**config.mk**
```make
export PLATFORM = sky130hd
export DESIGN_NAME = sensor_record_line_parser
export DESIGN_NICKNAME = d
export VERILOG_FILES = /design/src/design/srlp_pkg.sv /design/src/design/sensor_record_line_parser.sv /design/src/design/srlp_fifo.sv /design/src/design/srlp_front.sv /design/src/design/srlp_back.sv
export SDC_FILE = /design/constraint.sdc
export NUM_CORES = 1
export LEC_CHECK = 0
export BUFFER_PORTS_ARGS = -buffer_cell sky130_fd_sc_hd__buf_4
export CAP_MARGIN = 10
export CORE_UTILIZATION = 30
export CTS_CLUSTER_SIZE = 16
export DETAILED_ROUTE_END_ITERATION = 8
export PLACE_DENSITY_LB_ADDON = 0.2
export SLEW_MARGIN = 20
export SYNTH_ARGS = -nofsm -noshare
export SYNTH_HDL_FRONTEND = slang
export SYNTH_SLANG_ARGS = --single-unit
```
**constraint.sdc**
```tcl
create_clock -name clk -period 5.7 [get_ports clk]
set_input_delay 0.57 -clock clk [delete_from_list [all_inputs] [get_ports clk]]
set_output_delay 0.57 -clock clk [all_outputs]
set_load 0.01 [all_outputs]
```
**src/design/srlp_pkg.sv**
```systemverilog
// Shared constants and types for the sensor record line parser.
// No dependencies.
package srlp_pkg;

    localparam int LINE_LIMIT_DEF = 256;
    localparam int NUM_COLS       = 6;
    localparam int TOK_DEPTH      = 2;
    localparam int RES_DEPTH      = 2;

    localparam int YEAR_W  = 14;
    localparam int MONTH_W = 4;
    localparam int DAY_W   = 5;
    localparam int HOUR_W  = 5;
    localparam int MIN_W   = 6;
    localparam int TEMP_W  = 8;
    localparam int ACC_W   = 16;
    localparam int VAL_W   = 17;

    localparam logic [YEAR_W-1:0] YEAR_MIN_RST = 14'd1900;
    localparam logic [YEAR_W-1:0] YEAR_MAX_RST = 14'd2100;
    localparam logic [TEMP_W-1:0] TEMP_MIN_RST = 8'h9D;
    localparam logic [TEMP_W-1:0] TEMP_MAX_RST = 8'd99;

    localparam int MONTH_LO = 1;
    localparam int MONTH_HI = 12;
    localparam int DAY_LO   = 1;
    localparam int DAY_HI   = 31;
    localparam int HOUR_LO  = 0;
    localparam int HOUR_HI  = 23;
    localparam int MIN_LO   = 0;
    localparam int MIN_HI   = 59;

    localparam logic [7:0] CH_SEMI  = 8'h3B;
    localparam logic [7:0] CH_PLUS  = 8'h2B;
    localparam logic [7:0] CH_MINUS = 8'h2D;
    localparam logic [7:0] CH_ZERO  = 8'h30;
    localparam logic [7:0] CH_NINE  = 8'h39;
    localparam logic [7:0] CH_SP    = 8'h20;
    localparam logic [7:0] CH_TAB   = 8'h09;
    localparam logic [7:0] CH_CR    = 8'h0D;
    localparam logic [7:0] CH_NUL   = 8'h00;

    localparam logic [2:0] CLS_SPACE = 3'd0;
    localparam logic [2:0] CLS_PLUS  = 3'd1;
    localparam logic [2:0] CLS_MINUS = 3'd2;
    localparam logic [2:0] CLS_DIGIT = 3'd3;
    localparam logic [2:0] CLS_SEMI  = 3'd4;
    localparam logic [2:0] CLS_OTHER = 3'd5;

    localparam logic [2:0] ERR_NONE = 3'd0;
    localparam logic [2:0] ERR_LONG = 3'd7;

    localparam logic [1:0] REG_YEAR_MIN = 2'd0;
    localparam logic [1:0] REG_YEAR_MAX = 2'd1;
    localparam logic [1:0] REG_TEMP_MIN = 2'd2;
    localparam logic [1:0] REG_TEMP_MAX = 2'd3;

    typedef struct packed {
        logic       is_end;
        logic       too_long;
        logic [2:0] cls;
        logic [3:0] digit;
    } tok_t;

    typedef struct packed {
        logic [2:0]         error_code;
        logic [YEAR_W-1:0]  year;
        logic [MONTH_W-1:0] month;
        logic [DAY_W-1:0]   day;
        logic [HOUR_W-1:0]  hour;
        logic [MIN_W-1:0]   minute;
        logic [TEMP_W-1:0]  temperature;
    } result_t;

endpackage

```
**src/design/sensor_record_line_parser.sv**
```systemverilog
// Sensor record line parser, top level: front end, token queue, back end,
// result queue. Depends on srlp_pkg, srlp_fifo, srlp_front, srlp_back.
//
// Input channel: push/full with ch and line_end; one byte per item, an
// item with line_end high closes the line. Result channel: empty/pop with
// error_code and the six parsed fields; one result per line.
// Config: cfg_we/cfg_index/cfg_data, no read-back;
// 0 year_min, 1 year_max, 2 temp_min, 3 temp_max.
// Throughput: one item per cycle while full is low. The front end classifies
// and counts each byte and queues a token; the back end scans one token per
// cycle (held at a line end while the result queue is full) with a single
// multiply-by-ten accumulator step. With no backlog, the line_end token is
// registered in the token queue and the line's result in the result queue.
// Reset clears line state and loads the default bounds; both queues empty.
// When the receiver stalls, the result queue fills, then the back end holds
// at the next line end, the token queue fills and full rises.
module sensor_record_line_parser #(
    parameter int LINE_LIMIT = srlp_pkg::LINE_LIMIT_DEF
) (
    input  logic                                clk,
    input  logic                                rst_n,
    input  logic                                push,
    output logic                                full,
    input  logic [7:0]                          ch,
    input  logic                                line_end,
    output logic                                empty,
    input  logic                                pop,
    output logic [2:0]                          error_code,
    output logic [srlp_pkg::YEAR_W-1:0]         year,
    output logic [srlp_pkg::MONTH_W-1:0]        month,
    output logic [srlp_pkg::DAY_W-1:0]          day,
    output logic [srlp_pkg::HOUR_W-1:0]         hour,
    output logic [srlp_pkg::MIN_W-1:0]          minute,
    output logic signed [srlp_pkg::TEMP_W-1:0]  temperature,
    input  logic                                cfg_we,
    input  logic [1:0]                          cfg_index,
    input  logic [srlp_pkg::YEAR_W-1:0]         cfg_data
);

    srlp_pkg::tok_t    tok_in, tok_out;
    srlp_pkg::result_t res_in, res_out;
    logic              tok_push, tok_full, tok_empty, tok_pop;
    logic              res_push, res_full;

    srlp_front #(
        .LINE_LIMIT(LINE_LIMIT)
    ) u_front (
        .clk      (clk),
        .rst_n    (rst_n),
        .accept   (push && !full),
        .ch       (ch),
        .line_end (line_end),
        .tok_push (tok_push),
        .tok      (tok_in)
    );

    srlp_fifo #(
        .WIDTH($bits(srlp_pkg::tok_t)),
        .DEPTH(srlp_pkg::TOK_DEPTH)
    ) u_tok_q (
        .clk   (clk),
        .rst_n (rst_n),
        .push  (tok_push),
        .din   (tok_in),
        .full  (tok_full),
        .pop   (tok_pop),
        .dout  (tok_out),
        .empty (tok_empty)
    );

    assign full = tok_full;

    srlp_back u_back (
        .clk       (clk),
        .rst_n     (rst_n),
        .tok       (tok_out),
        .tok_empty (tok_empty),
        .tok_pop   (tok_pop),
        .res_full  (res_full),
        .res_push  (res_push),
        .res       (res_in),
        .cfg_we    (cfg_we),
        .cfg_index (cfg_index),
        .cfg_data  (cfg_data)
    );

    srlp_fifo #(
        .WIDTH($bits(srlp_pkg::result_t)),
        .DEPTH(srlp_pkg::RES_DEPTH)
    ) u_res_q (
        .clk   (clk),
        .rst_n (rst_n),
        .push  (res_push),
        .din   (res_in),
        .full  (res_full),
        .pop   (pop),
        .dout  (res_out),
        .empty (empty)
    );

    assign error_code  = res_out.error_code;
    assign year        = res_out.year;
    assign month       = res_out.month;
    assign day         = res_out.day;
    assign hour        = res_out.hour;
    assign minute      = res_out.minute;
    assign temperature = $signed(res_out.temperature);

`ifndef SYNTH
    a_no_res_overflow: assert property (@(posedge clk) disable iff (!rst_n)
        res_push |-> !res_full)
        else $error("result pushed into full result queue");

    a_err_zero_fields: assert property (@(posedge clk) disable iff (!rst_n)
        (!empty && error_code != srlp_pkg::ERR_NONE) |->
        (year == '0 && month == '0 && day == '0 && hour == '0 && minute == '0
         && temperature == '0))
        else $error("failed line carries nonzero fields");

    a_ok_ranges: assert property (@(posedge clk) disable iff (!rst_n)
        (!empty && error_code == srlp_pkg::ERR_NONE) |->
        (month >= 4'd1 && month <= 4'd12 && day >= 5'd1 && day <= 5'd31
         && hour <= 5'd23 && minute <= 6'd59))
        else $error("accepted line has field out of fixed range");
`endif

endmodule

```
**src/design/srlp_fifo.sv**
```systemverilog
// Small register-based first-in first-out queue.
// No dependencies.
module srlp_fifo #(
    parameter int WIDTH = 8,
    parameter int DEPTH = 2
) (
    input  logic             clk,
    input  logic             rst_n,
    input  logic             push,
    input  logic [WIDTH-1:0] din,
    output logic             full,
    input  logic             pop,
    output logic [WIDTH-1:0] dout,
    output logic             empty
);

    localparam int PTR_W = (DEPTH > 1) ? $clog2(DEPTH) : 1;
    localparam int CNT_W = $clog2(DEPTH + 1);

    logic [WIDTH-1:0] mem_reg [DEPTH];
    logic [PTR_W-1:0] wr_ptr_reg, wr_ptr_next;
    logic [PTR_W-1:0] rd_ptr_reg, rd_ptr_next;
    logic [CNT_W-1:0] count_reg, count_next;
    logic             do_push, do_pop;

    assign full    = (count_reg == CNT_W'(DEPTH));
    assign empty   = (count_reg == '0);
    assign do_push = push && !full;
    assign do_pop  = pop && !empty;
    assign dout    = mem_reg[rd_ptr_reg];

    always_comb
    begin
        wr_ptr_next = wr_ptr_reg;
        rd_ptr_next = rd_ptr_reg;
        count_next  = count_reg;
        if (do_push)
        begin
            wr_ptr_next = (wr_ptr_reg == PTR_W'(DEPTH - 1)) ? '0 : wr_ptr_reg + 1'b1;
        end
        if (do_pop)
        begin
            rd_ptr_next = (rd_ptr_reg == PTR_W'(DEPTH - 1)) ? '0 : rd_ptr_reg + 1'b1;
        end
        if (do_push && !do_pop)
        begin
            count_next = count_reg + 1'b1;
        end
        else if (do_pop && !do_push)
        begin
            count_next = count_reg - 1'b1;
        end
    end

    always_ff @(posedge clk or negedge rst_n)
    begin
        if (!rst_n)
        begin
            wr_ptr_reg <= '0;
            rd_ptr_reg <= '0;
            count_reg  <= '0;
        end
        else
        begin
            wr_ptr_reg <= wr_ptr_next;
            rd_ptr_reg <= rd_ptr_next;
            count_reg  <= count_next;
        end
    end

    always_ff @(posedge clk)
    begin
        if (do_push)
        begin
            mem_reg[wr_ptr_reg] <= din;
        end
    end

endmodule

```
**src/design/srlp_front.sv**
```systemverilog
// Front end: counts line length, drops truncated and post-NUL bytes,
// classifies bytes into tokens. Depends on srlp_pkg.
module srlp_front #(
    parameter int LINE_LIMIT = srlp_pkg::LINE_LIMIT_DEF
) (
    input  logic           clk,
    input  logic           rst_n,
    input  logic           accept,
    input  logic [7:0]     ch,
    input  logic           line_end,
    output logic           tok_push,
    output srlp_pkg::tok_t tok
);

    localparam int CNT_W = $clog2(LINE_LIMIT + 1);

    logic [CNT_W-1:0] count_reg, count_next;
    logic             term_reg, term_next;
    logic [2:0]       cls;

    always_comb
    begin
        if (ch == srlp_pkg::CH_SP || (ch >= srlp_pkg::CH_TAB && ch <= srlp_pkg::CH_CR))
        begin
            cls = srlp_pkg::CLS_SPACE;
        end
        else if (ch == srlp_pkg::CH_PLUS)
        begin
            cls = srlp_pkg::CLS_PLUS;
        end
        else if (ch == srlp_pkg::CH_MINUS)
        begin
            cls = srlp_pkg::CLS_MINUS;
        end
        else if (ch >= srlp_pkg::CH_ZERO && ch <= srlp_pkg::CH_NINE)
        begin
            cls = srlp_pkg::CLS_DIGIT;
        end
        else if (ch == srlp_pkg::CH_SEMI)
        begin
            cls = srlp_pkg::CLS_SEMI;
        end
        else
        begin
            cls = srlp_pkg::CLS_OTHER;
        end
    end

    always_comb
    begin
        count_next   = count_reg;
        term_next    = term_reg;
        tok_push     = 1'b0;
        tok.is_end   = line_end;
        tok.too_long = (count_reg >= CNT_W'(LINE_LIMIT));
        tok.cls      = cls;
        tok.digit    = ch[3:0];
        if (accept)
        begin
            if (line_end)
            begin
                tok_push   = 1'b1;
                count_next = '0;
                term_next  = 1'b0;
            end
            else if (!term_reg)
            begin
                if (ch == srlp_pkg::CH_NUL)
                begin
                    term_next = 1'b1;
                end
                else
                begin
                    tok_push = (count_reg < CNT_W'(LINE_LIMIT - 2));
                    if (count_reg < CNT_W'(LINE_LIMIT))
                    begin
                        count_next = count_reg + 1'b1;
                    end
                end
            end
        end
    end

    always_ff @(posedge clk or negedge rst_n)
    begin
        if (!rst_n)
        begin
            count_reg <= '0;
            term_reg  <= 1'b0;
        end
        else
        begin
            count_reg <= count_next;
            term_reg  <= term_next;
        end
    end

endmodule

```
**src/design/srlp_back.sv**
```systemverilog
// Back end: column scanner, range checks, field store and result build.
// Holds the configuration registers. Depends on srlp_pkg.
module srlp_back (
    input  logic                            clk,
    input  logic                            rst_n,
    input  srlp_pkg::tok_t                  tok,
    input  logic                            tok_empty,
    output logic                            tok_pop,
    input  logic                            res_full,
    output logic                            res_push,
    output srlp_pkg::result_t               res,
    input  logic                            cfg_we,
    input  logic [1:0]                      cfg_index,
    input  logic [srlp_pkg::YEAR_W-1:0]     cfg_data
);

    localparam logic [1:0] PH_WS     = 2'd0;
    localparam logic [1:0] PH_SIGN   = 2'd1;
    localparam logic [1:0] PH_DIGITS = 2'd2;
    localparam logic [1:0] PH_SKIP   = 2'd3;

    localparam int VW = srlp_pkg::VAL_W;
    localparam int AW = srlp_pkg::ACC_W;

    logic [srlp_pkg::YEAR_W-1:0] year_min_reg, year_max_reg;
    logic [srlp_pkg::TEMP_W-1:0] temp_min_reg, temp_max_reg;

    logic [2:0]    col_reg, col_next;
    logic [1:0]    phase_reg, phase_next;
    logic          neg_reg, neg_next;
    logic [AW-1:0] acc_reg, acc_next;
    logic [2:0]    fe_reg, fe_next;
    logic [srlp_pkg::YEAR_W-1:0] store_reg [srlp_pkg::NUM_COLS];
    logic [srlp_pkg::YEAR_W-1:0] store_next [srlp_pkg::NUM_COLS];

    logic                 is_digit, is_semi, do_fin, to_ws, active;
    logic [AW+3:0]        acc_mul;
    logic signed [VW-1:0] fin_val, lo, hi;
    logic                 fin_ok;
    logic [2:0]           err;

    assign is_digit = (tok.cls == srlp_pkg::CLS_DIGIT);
    assign is_semi  = (tok.cls == srlp_pkg::CLS_SEMI);
    assign tok_pop  = !tok_empty && (!tok.is_end || !res_full);
    assign active   = (fe_reg == srlp_pkg::ERR_NONE) && (col_reg < 3'(srlp_pkg::NUM_COLS));
    assign acc_mul  = {1'b0, acc_reg, 3'b000} + {3'b000, acc_reg, 1'b0}
                      + {{AW{1'b0}}, tok.digit};

    always_comb
    begin
        fin_val = neg_reg ? -$signed({1'b0, acc_reg}) : $signed({1'b0, acc_reg});
        unique case (col_reg)
            3'd0:
            begin
                lo = $signed(VW'(year_min_reg));
                hi = $signed(VW'(year_max_reg));
            end
            3'd1:
            begin
                lo = VW'(srlp_pkg::MONTH_LO);
                hi = VW'(srlp_pkg::MONTH_HI);
            end
            3'd2:
            begin
                lo = VW'(srlp_pkg::DAY_LO);
                hi = VW'(srlp_pkg::DAY_HI);
            end
            3'd3:
            begin
                lo = VW'(srlp_pkg::HOUR_LO);
                hi = VW'(srlp_pkg::HOUR_HI);
            end
            3'd4:
            begin
                lo = VW'(srlp_pkg::MIN_LO);
                hi = VW'(srlp_pkg::MIN_HI);
            end
            default:
            begin
                lo = {{(VW-8){temp_min_reg[7]}}, temp_min_reg};
                hi = {{(VW-8){temp_max_reg[7]}}, temp_max_reg};
            end
        endcase
        fin_ok = (fin_val >= lo) && (fin_val <= hi);
    end

    always_comb
    begin
        col_next   = col_reg;
        phase_next = phase_reg;
        neg_next   = neg_reg;
        acc_next   = acc_reg;
        fe_next    = fe_reg;
        store_next = store_reg;
        do_fin     = 1'b0;
        to_ws      = 1'b0;
        res_push   = 1'b0;
        err        = srlp_pkg::ERR_NONE;
        res        = '0;

        if (tok_pop && active)
        begin
            if (tok.is_end)
            begin
                do_fin = (phase_reg == PH_DIGITS);
            end
            else
            begin
                unique case (phase_reg)
                    PH_WS:
                    begin
                        if (tok.cls == srlp_pkg::CLS_PLUS || tok.cls == srlp_pkg::CLS_MINUS)
                        begin
                            neg_next   = (tok.cls == srlp_pkg::CLS_MINUS);
                            phase_next = PH_SIGN;
                        end
                        else if (is_digit)
                        begin
                            acc_next   = AW'(tok.digit);
                            phase_next = PH_DIGITS;
                        end
                        else if (tok.cls != srlp_pkg::CLS_SPACE)
                        begin
                            fe_next = col_reg + 3'd1;
                        end
                    end
                    PH_SIGN:
                    begin
                        if (is_digit)
                        begin
                            acc_next   = AW'(tok.digit);
                            phase_next = PH_DIGITS;
                        end
                        else
                        begin
                            fe_next = col_reg + 3'd1;
                        end
                    end
                    PH_DIGITS:
                    begin
                        if (is_digit)
                        begin
                            acc_next = (acc_mul[AW+3:AW] != '0) ? '1 : acc_mul[AW-1:0];
                        end
                        else
                        begin
                            do_fin = 1'b1;
                            to_ws  = is_semi;
                        end
                    end
                    default:
                    begin
                        if (is_semi)
                        begin
                            phase_next = PH_WS;
                        end
                    end
                endcase
            end
        end

        if (do_fin)
        begin
            if (!fin_ok)
            begin
                fe_next = col_reg + 3'd1;
            end
            else
            begin
                store_next[col_reg] = fin_val[srlp_pkg::YEAR_W-1:0];
            end
            col_next   = col_reg + 3'd1;
            phase_next = to_ws ? PH_WS : PH_SKIP;
            neg_next   = 1'b0;
            acc_next   = '0;
        end

        if (tok_pop && tok.is_end)
        begin
            res_push = 1'b1;
            err      = fe_next;
            if (fe_next == srlp_pkg::ERR_NONE && col_next < 3'(srlp_pkg::NUM_COLS))
            begin
                err = col_next + 3'd1;
            end
            if (tok.too_long)
            begin
                err = srlp_pkg::ERR_LONG;
            end
            res.error_code = err;
            if (err == srlp_pkg::ERR_NONE)
            begin
                res.year        = store_next[0];
                res.month       = store_next[1][srlp_pkg::MONTH_W-1:0];
                res.day         = store_next[2][srlp_pkg::DAY_W-1:0];
                res.hour        = store_next[3][srlp_pkg::HOUR_W-1:0];
                res.minute      = store_next[4][srlp_pkg::MIN_W-1:0];
                res.temperature = store_next[5][srlp_pkg::TEMP_W-1:0];
            end
            col_next   = '0;
            phase_next = PH_WS;
            neg_next   = 1'b0;
            acc_next   = '0;
            fe_next    = srlp_pkg::ERR_NONE;
        end
    end

    always_ff @(posedge clk or negedge rst_n)
    begin
        if (!rst_n)
        begin
            col_reg   <= '0;
            phase_reg <= PH_WS;
            neg_reg   <= 1'b0;
            acc_reg   <= '0;
            fe_reg    <= srlp_pkg::ERR_NONE;
        end
        else
        begin
            col_reg   <= col_next;
            phase_reg <= phase_next;
            neg_reg   <= neg_next;
            acc_reg   <= acc_next;
            fe_reg    <= fe_next;
        end
    end

    always_ff @(posedge clk)
    begin
        store_reg <= store_next;
    end

    always_ff @(posedge clk or negedge rst_n)
    begin
        if (!rst_n)
        begin
            year_min_reg <= srlp_pkg::YEAR_MIN_RST;
            year_max_reg <= srlp_pkg::YEAR_MAX_RST;
            temp_min_reg <= srlp_pkg::TEMP_MIN_RST;
            temp_max_reg <= srlp_pkg::TEMP_MAX_RST;
        end
        else if (cfg_we)
        begin
            unique case (cfg_index)
                srlp_pkg::REG_YEAR_MIN: year_min_reg <= cfg_data;
                srlp_pkg::REG_YEAR_MAX: year_max_reg <= cfg_data;
                srlp_pkg::REG_TEMP_MIN: temp_min_reg <= cfg_data[srlp_pkg::TEMP_W-1:0];
                default:                temp_max_reg <= cfg_data[srlp_pkg::TEMP_W-1:0];
            endcase
        end
    end

endmodule

```
* Word-level counts from Yosys, hierarchy flattened
Memories as Yosys holds them, arrays and structs flattened. Cells that the tools add are included.
Operators by class: eq/ne operators 24, multiplexer cells 86, order comparisons 13, bitwise logic cells 2, reductions and logical operators 61, $add $sub $neg 14
Operators with widths (number):
- $mux 84 | 2
- $mux 16 | 8
- $pmux 17 s5 | 1
- $bwmux 84 | 1
- $mux 3 | 18
- $pmux 17 s3 | 1
- $pmux 16 s3 | 1
- $mux 45 | 1
- $demux 14 s3 | 1
- $mux 42 | 1
- $mux 9 | 4
- $eq 8x6->1 const B | 4
- $mux 1 | 31
- $mux 2 | 12
- $add 19x17->20 | 1
- $add 20x4->20 | 1
- $logic_and 1x1->1 | 18
- $ge 17x17->1 | 1
- $le 17x17->1 | 1
- $mux 17 | 1
- $neg 16->17 | 1
- $mux 14 | 1
- $eq 3x2->1 const B | 4
- $logic_not 3->1 | 4
- 41 further kinds | 81
Word-level totals: word-level logic and storage cells 230, output and inout bits 47, bits of input ports 30, flip-flop bits (word level) 171, memory bits (writable) 108, memories 2
Memory list:
- u_res_q.mem_reg | depth 2, width 45, rd ports 1, clocked after Yosys merged registers in 0, wr ports 1, RTL line srlp_fifo.sv:20 | logic [WIDTH-1:0] mem_reg [DEPTH];
- u_tok_q.mem_reg | depth 2, width 9, rd ports 1, clocked after Yosys merged registers in 0, wr ports 1, RTL line srlp_fifo.sv:20

* Depth between registers and ports, before layout
Gate-level depths: netlist (run 1). An unclocked memory read counts as a cell.
depth in word-level cells 18, gate-level depth with buffers 20, mapped depth without buffers 16

* Modules after synthesis
Synthesis (run 1) repeated with hierarchy kept, for this count alone.
Unflattened totals: cells, all modules 1001, area total of the unflattened synthesis 12700.9 um^2
By module, submodules not included:
- srlp_back | seq. area each 2592.5 um^2, instances 1, area an instance 7404.6 um^2, cells an instance 702
- srlp_fifo (u_res_q) | seq. area each 2802.7 um^2, instances 1, area an instance 3643.5 um^2, cells an instance 159
- srlp_fifo (u_tok_q) | seq. area each 640.6 um^2, instances 1, area an instance 845.8 um^2, cells an instance 47
- srlp_front | seq. area each 250.2 um^2, instances 1, area an instance 793.3 um^2, cells an instance 92
- sensor_record_line_parser | seq. area each 0.0 um^2, instances 1, area an instance 13.8 um^2, cells an instance 1

* Least setup slack after synthesis (run 1)
Ideal clock, no wire load.
path type reg2reg, start reg u_back.col_reg[1], end mem u_res_q.mem_reg[0][0] (netlist bit), data pin, data required time 5.429 ns, path slack 1.442 ns, data arrival time 3.987 ns, stages on the path, launching flop included 18, cell sequence dfrtp_1 -> clkinv_1 -> ha_1 -> nor3_1 -> nor2_1 -> nor2_1 -> and2_1 -> clkbuf_1 -> a21oi_1 -> ha_1 -> o21ai_0 -> nor2_1 -> a2111oi_4 -> o41ai_2 -> a22oi_2 -> nand4_2 -> mux2_2 -> nor3b_1
RTL lines:
- from (decl) | RTL line srlp_back.sv:28 | logic [2:0] col_reg, col_next;
- from (signal assigned) | RTL line srlp_back.sv:220 | col_reg <= col_next;
- to (decl) | RTL line srlp_fifo.sv:20

==> reports/results.ini, run 1 <==
[outcome]
status=complete, no violations

[cts]
cts_resized=0
cts_buffer_depth=3
h-tree-depth=1
clk_latency_ps=560
cts_tree=yes
hold_buffers=0
numClockSinks=237
cts_setup_buffers=0
path_clk_slew_ps=60
numCtsBuffers=27
cts_root_buffer=clkbuf_16

[critical_path]
endpoint_kind=flip-flop
arrival_ps=5100
cp_cell_sequence=clkinv_1 -> ha_1 -> nor3_1 -> nor2_1 -> nor2_1 -> buf_4 -> and2_1 -> inv_1 -> ha_1 -> nand3_1 -> nor3_1 -> and4_1 -> o21ai_0 -> a22oi_2 -> nand4_4 -> mux2_2 -> nor3b_1
crit_fanout=14
required_ps=5990
critical_path_class=flip-flop to flip-flop
start_kind=flip-flop
max_stage_delay_ps=470
slowest_stage=dfrtp_1

[global_routing]
grt_overflow=0
use_met3_pct=2.88
grt_max_degree=53
grt_pass1_wl_mm=46.9
busiest_layer=met2
use_met2_pct=23.6
grtUsageMet1_pct=19.3
grt.total_usage_pct=14.4
antenna_found_initial=2
grt_pass1_vias=8008

[timing]
hold_violations=0
setup_viol=0
maxSlewHeadroom_pct=34.8
drv_slew=0
post-route-period-util_pct=84.4
clock.fmax_mhz=208
period_needed_ps=4810
fin_skew_ps=26.7
rsz0062_at_grt=no
setup-tns-final_ps=0
tightest_slew_ps=969

[cells_and_area]
syn2layout_area_growth_pct=16.7
nets=1201
largest_reg_flops=90
drive_gt1_share_pct=31.7
final_cells=1648
final_common_cell=mux2_2
final_core_util_pct=35.4
layout_common_cells=mux2_2, edfxtp_1, buf_4

[route]
final_antenna_net_count=0
drc_errors=0
avgViaCountPerCell=4.81
firstDrtPassIters=4
wire_per_inst_um=17.9
drt_iter0_drc=263
num_vias=7919
wirelength_mm=29.5

[yosys]
synth_edf_count=108
synth_warnings=0
ys_ff_latch=237
syn-instance-count=1001
ys_types=83
ys_seq_area_share_pct=50.7
synth_flop_cell=edfxtp_1
ys_async_sr_fraction_pct=36.7
synth_nets=1108
netlist_area_um2=12400
synth.avg_cell_area_um2=12.4

[power]
clockPowerShare_pct=23.8
combPwrFrac_pct=39.6
swShare_pct=36.7
seq_power_share_pct=36.5
power.density_nw_per_um2=467
leakage_nw=5.87
power.switching_w=0.00248
irDropWorstVdd_mv=0.265
intPower_w=0.00428

[floorplan]
die_height_um=205
die_w_um=205
rows=74
pin_count=77
die_area_um2=42100
coreArea_um2=40800
start_util_pct=30.4

[placed_design]
io_buffers=76
gp_congestion=0.776
dp_hpwl_mm=21.0
placedCellCount=1597

[run]
max-cap-violations=0

[worst_hold_path]
min_path_type=input pin to asynchronous set/reset pin

## worst paths after layout
check,startpoint,endpoint,slack (ps),depth (start not counted)
worst max-delay path,u_back.col_reg[1],u_res_q.mem_reg[1][30],890,17
worst min-delay path,rst_n,u_back.year_max_reg[9],90,1
worst max register to register,u_back.col_reg[1],u_res_q.mem_reg[1][30],890,17
worst min register to register,u_back.store_reg[15],u_back.store_reg[15],470,1
max in group asynchronous,rst_n,u_back.year_min_reg[3],4630,2
min in group clk,ch[1],u_tok_q.mem_reg[1][1],240,1
## synthesized netlist by cell type (14+ instances only)
cell      number  area [µm²]
mux2_2       137        1540
edfxtp_1     108        3240
ha_1          75         938
nor2_1        73         274
dfrtp_1       67        1680
nand2_1       57         214
a21oi_1       47         235
dfxtp_1       42         841
o21ai_0       27         135
nor2b_1       25         156
xnor2_1       23         201
clkbuf_1      21        78.8
inv_1         21        78.8
dfstp_2       20         526
nor2b_4       20         275
xor2_1        19         166
a21o_1        14         105
## cell type report
type | instances | area [µm²]
Fill cell | 4051 | 26400
Antenna cell | 1 | 2.50
Tap cell | 532 | 666
Clock buffer | 38 | 747
Sequential cell | 237 | 6290
Timing Repair Buffer | 96 | 733
Clock inverter | 12 | 73.8
Multi-Input combinational cell | 709 | 5860
Inverter | 23 | 86.3
## per-stage QoR
| stage | power, W | setup WS [ps] | area [µm²] | hold WS, ps |
|---|---|---|---|---|
| finish | 0.00675 | 889 | 14500 | 91.0 |
| global route | 0.00726 | 444 | 14500 | 117 |
| CTS | 0.00687 | 837 | 14500 | 102 |
| detailed placement | 0.00522 | 868 | 13600 | 453 |
| global placement | 0.00521 | 865 | 13600 | 450 |
| floorplan | 0.00423 | 1440 | 12400 | 274 |
## power groups by stage
| stage | clock, W | combinational [W] | sequential (W) |
|---|---|---|---|
| finish | 0.00161 | 0.00268 | 0.00247 |
| global route | 0.00174 | 0.00300 | 0.00252 |
| CTS | 0.00167 | 0.00273 | 0.00247 |
| detailed placement | 0 | 0.00272 | 0.00250 |
| global placement | 0 | 0.00272 | 0.00249 |
| floorplan | 0 | 0.00183 | 0.00240 |
## cell families after synthesis
kind of cell             Yosys count  synth area share, %
AO/OA/AOI/OAI                    182                 10.8
buffers and inverters             55                 2.26
XOR/XNOR                          42                 2.97
flip-flops                       237                 50.7
adder cells (fa/ha/maj)           77                 7.89
multiplexers                     142                 12.9
AND/OR/NAND/NOR                  266                 12.4
## worst max-delay path: cells and delay by family (launching register included)
kind / cells / cell delay (ps)
multiplexers: 1 / 400
AND/OR/NAND/NOR: 9 / 1820
flip-flops: 1 / 470
adder cells (fa/ha/maj): 2 / 640
AO/OA/AOI/OAI: 2 / 530
buffers and inverters: 3 / 660
## layer usage
metal / wire [µm] / share of wire, %
met5: 13 / 0.044
met4: 640 / 2.2
met3: 1260 / 4.3
met2: 13600 / 46
met1: 14000 / 47
(Power assumes the default switching activity.)
==> run 2, diff against run 1 <==
==> constraint.sdc (replaced) <==
create_clock -name clk -period 4.7 [get_ports clk]
set_input_delay 0.47 -clock clk [delete_from_list [all_inputs] [get_ports clk]]
set_output_delay 0.47 -clock clk [all_outputs]
set_load 0.01 [all_outputs]
==> run 2 against run 1 <==
Effect of this change: wire length grew 1.1%; global-route usage shrank 0.13 points; sequential share of layout area shrank 0.67 points; fmax grew 9.9%; register-to-register slack lost 570 ps; critical path depth is the same; total power grew 23%; combinational power grew 27%; highest routed layer is now met4.
==> reports/results.ini, run 2 (synthesis gave the netlist of run 1 again) <==
[run]
max-cap-violations=0  ; unchanged

[power]
power.switching_w=0.00306  ; was 0.00248 W
irDropWorstVdd_mv=0.276  ; was 0.265 mV
combPwrFrac_pct=41.0  ; was 39.6%
clockPowerShare_pct=23.4  ; was 23.8%
power.density_nw_per_um2=567  ; was 467 nW/µm²
swShare_pct=36.8  ; was 36.7%
leakage_nw=5.94  ; was 5.87 nW
intPower_w=0.00526  ; was 0.00428 W
seq_power_share_pct=35.6  ; was 36.5%

[timing]
tightest_slew_ps=954  ; was 969 ps
period_needed_ps=4380  ; was 4810 ps
setup_viol=0  ; unchanged
setup-tns-final_ps=0  ; unchanged
clock.fmax_mhz=228  ; was 208 MHz
post-route-period-util_pct=93.2  ; was 84.4%
maxSlewHeadroom_pct=36.4  ; was 34.8%
hold_violations=0  ; unchanged
fin_skew_ps=8.37  ; was 26.7 ps
rsz0062_at_grt=no  ; unchanged
drv_slew=0  ; unchanged

[floorplan]
die_w_um=205  ; unchanged
start_util_pct=30.4  ; unchanged
rows=74  ; unchanged
die_height_um=205  ; unchanged
die_area_um2=42100  ; unchanged
pin_count=77  ; unchanged
coreArea_um2=40800  ; unchanged

[cts]
numCtsBuffers=27  ; unchanged
numClockSinks=237  ; unchanged
clk_latency_ps=560  ; about the same
cts_buffer_depth=3  ; unchanged
h-tree-depth=1  ; unchanged
hold_buffers=0  ; unchanged
cts_root_buffer=clkbuf_16  ; unchanged
cts_tree=yes  ; unchanged
path_clk_slew_ps=60  ; about the same

[placed_design]
placed_area_um2=13800  ; was 13,600 µm²
dp_hpwl_mm=21.5  ; was 21.0 mm
gp_congestion=0.845  ; was 0.776
io_buffers=76  ; unchanged

[cells_and_area]
nets=1225  ; was 1,201
largest_reg_flops=90  ; unchanged
layout_common_cells=mux2_2, buf_4, edfxtp_1  ; was mux2_2, edfxtp_1, buf_4
syn2layout_area_growth_pct=18.5  ; was 16.7%
diodes=0  ; was 1
stdcell_area_um2=14700  ; was 14,500 µm²
drive_gt1_share_pct=33.5  ; was 31.7%
final_common_cell=mux2_2  ; unchanged

[critical_path]
critical_path_class=flip-flop to flip-flop  ; unchanged
r2r-start=u_back.acc_reg[3]  ; was u_back.col_reg[1]
required_ps=5010  ; was 5990 ps
start_kind=flip-flop  ; unchanged
endpoint_kind=flip-flop  ; unchanged
arrival_ps=4690  ; was 5100 ps
rr_worst_depth=17  ; unchanged
crit_fanout=11  ; was 14
r2r-end=u_res_q.mem_reg[1][37]  ; was u_res_q.mem_reg[1][30]
r2r_setup_slack_ps=320  ; was 890 ps

[route]
final_antenna_net_count=0  ; unchanged
drc_errors=0  ; unchanged
drt_iter0_drc=347  ; was 263
wirelength_mm=29.8  ; was 29.5 mm
avgViaCountPerCell=4.82  ; was 4.81
firstDrtPassIters=4  ; unchanged
wire_per_inst_um=17.8  ; was 17.9 µm
num_vias=8052  ; was 7,919

[global_routing]
antenna_found_initial=0  ; was 2
grt_overflow=0  ; unchanged
grt.total_usage_pct=14.2  ; was 14.4%
grt_max_degree=70  ; was 53
grt_pass1_wl_mm=46.3  ; was 46.9 mm
grt_pass1_vias=7944  ; was 8,008

[outcome]
status=complete, no violations  ; unchanged

[worst_hold_path]
min_path_type=input pin to asynchronous set/reset pin  ; unchanged

## run 2: cell count changes in the layout (fill, tap and decap cells not counted), moves of 3 or more
cell,before,now
buf_12,1,4
buf_4,95,116
clkbuf_1,8,5
clkinvlp_4,2,5
## run 2: per-layer routing
| layer | share of wire (%) | wire (µm) | vias up | global-route usage (%) |
|---|---|---|---|---|
| met5 | 0 | 0 | - | 0 |
| met2 | 46 | 13700 | 136 | 22.9 |
| met1 | 47 | 14100 | 3927 | 19.5 |
| met4 | 2.9 | 872 | 0 | 4.26 |
| met3 | 3.5 | 1030 | 47 | 2.52 |
| li1 | - | - | 3942 | - |
## run 2: repair_timing
action                                  in CTS  in global routing
setup buffers                                0                  7
gates resized for setup                      0                  5
endpoints found under the hold margin        0                  0
endpoints found under the setup margin       0                 93
## run 2: stage by stage
step           hold WS, ps  power, W  instances  utilization [%]  setup WS [ps]
2_1_floorplan          174   0.00513       1001                -            442
3_3_place_gp           450   0.00640       1614             33.7            132
3_5_place_dp           456   0.00643       1614             33.7           55.3
6_report              69.9   0.00832       1669             36.0            322
4_1_cts               81.0   0.00843       1662             35.7           44.5
5_1_grt                104   0.00889       1669             36.0           33.8
## run 2: cell type report
type                       count  area, µm²
timing repair buffer         120        951
sequential                   237       6290
clock inverter                15        105
clock buffer                  33        708
tap                          532        666
inverter                      23       86.3
fill                        3982      26100
multi-input combinational    709       5880
## run 2: how the worst max path moves through the flow
stage,startpoint,to,slack [ps],depth (start not counted)
detailed placement,u_back.acc_reg[3],u_res_q.mem_reg[1][17],60,15
global placement,u_back.acc_reg[3],u_res_q.mem_reg[1][16],130,15
CTS,u_back.acc_reg[3],u_res_q.mem_reg[0][16],40,15
global route,u_back.col_reg[0],u_res_q.mem_reg[0][44],30,18
floorplan,u_back.col_reg[1],u_res_q.mem_reg[0][0],440,17
finish,u_back.acc_reg[3],u_res_q.mem_reg[1][37],320,17
## run 2: worst max-delay path: stages (launching register included)
cell and delay (ps):
dfrtp_1 450, or4_1 590, nor2_1 110, nand2_1 80, or3_4 370, o31ai_4 190, xnor2_1 270, ha_1 310
nand3_1 170, nor3_1 80, and4_1 180, o21ai_0 290, a22oi_2 90, buf_4 200, nand4_4 110, buf_12 150
mux2_2 350, nor2b_4 130
## run 2: power by group through the flow
stage               Combinational, W  Clock [W]  Sequential [W]
floorplan                    0.00222          0         0.00292
global placement             0.00340          0         0.00300
detailed placement           0.00343          0         0.00301
CTS                          0.00345    0.00202         0.00297
global route                 0.00378    0.00209         0.00302
finish                       0.00341    0.00194         0.00296
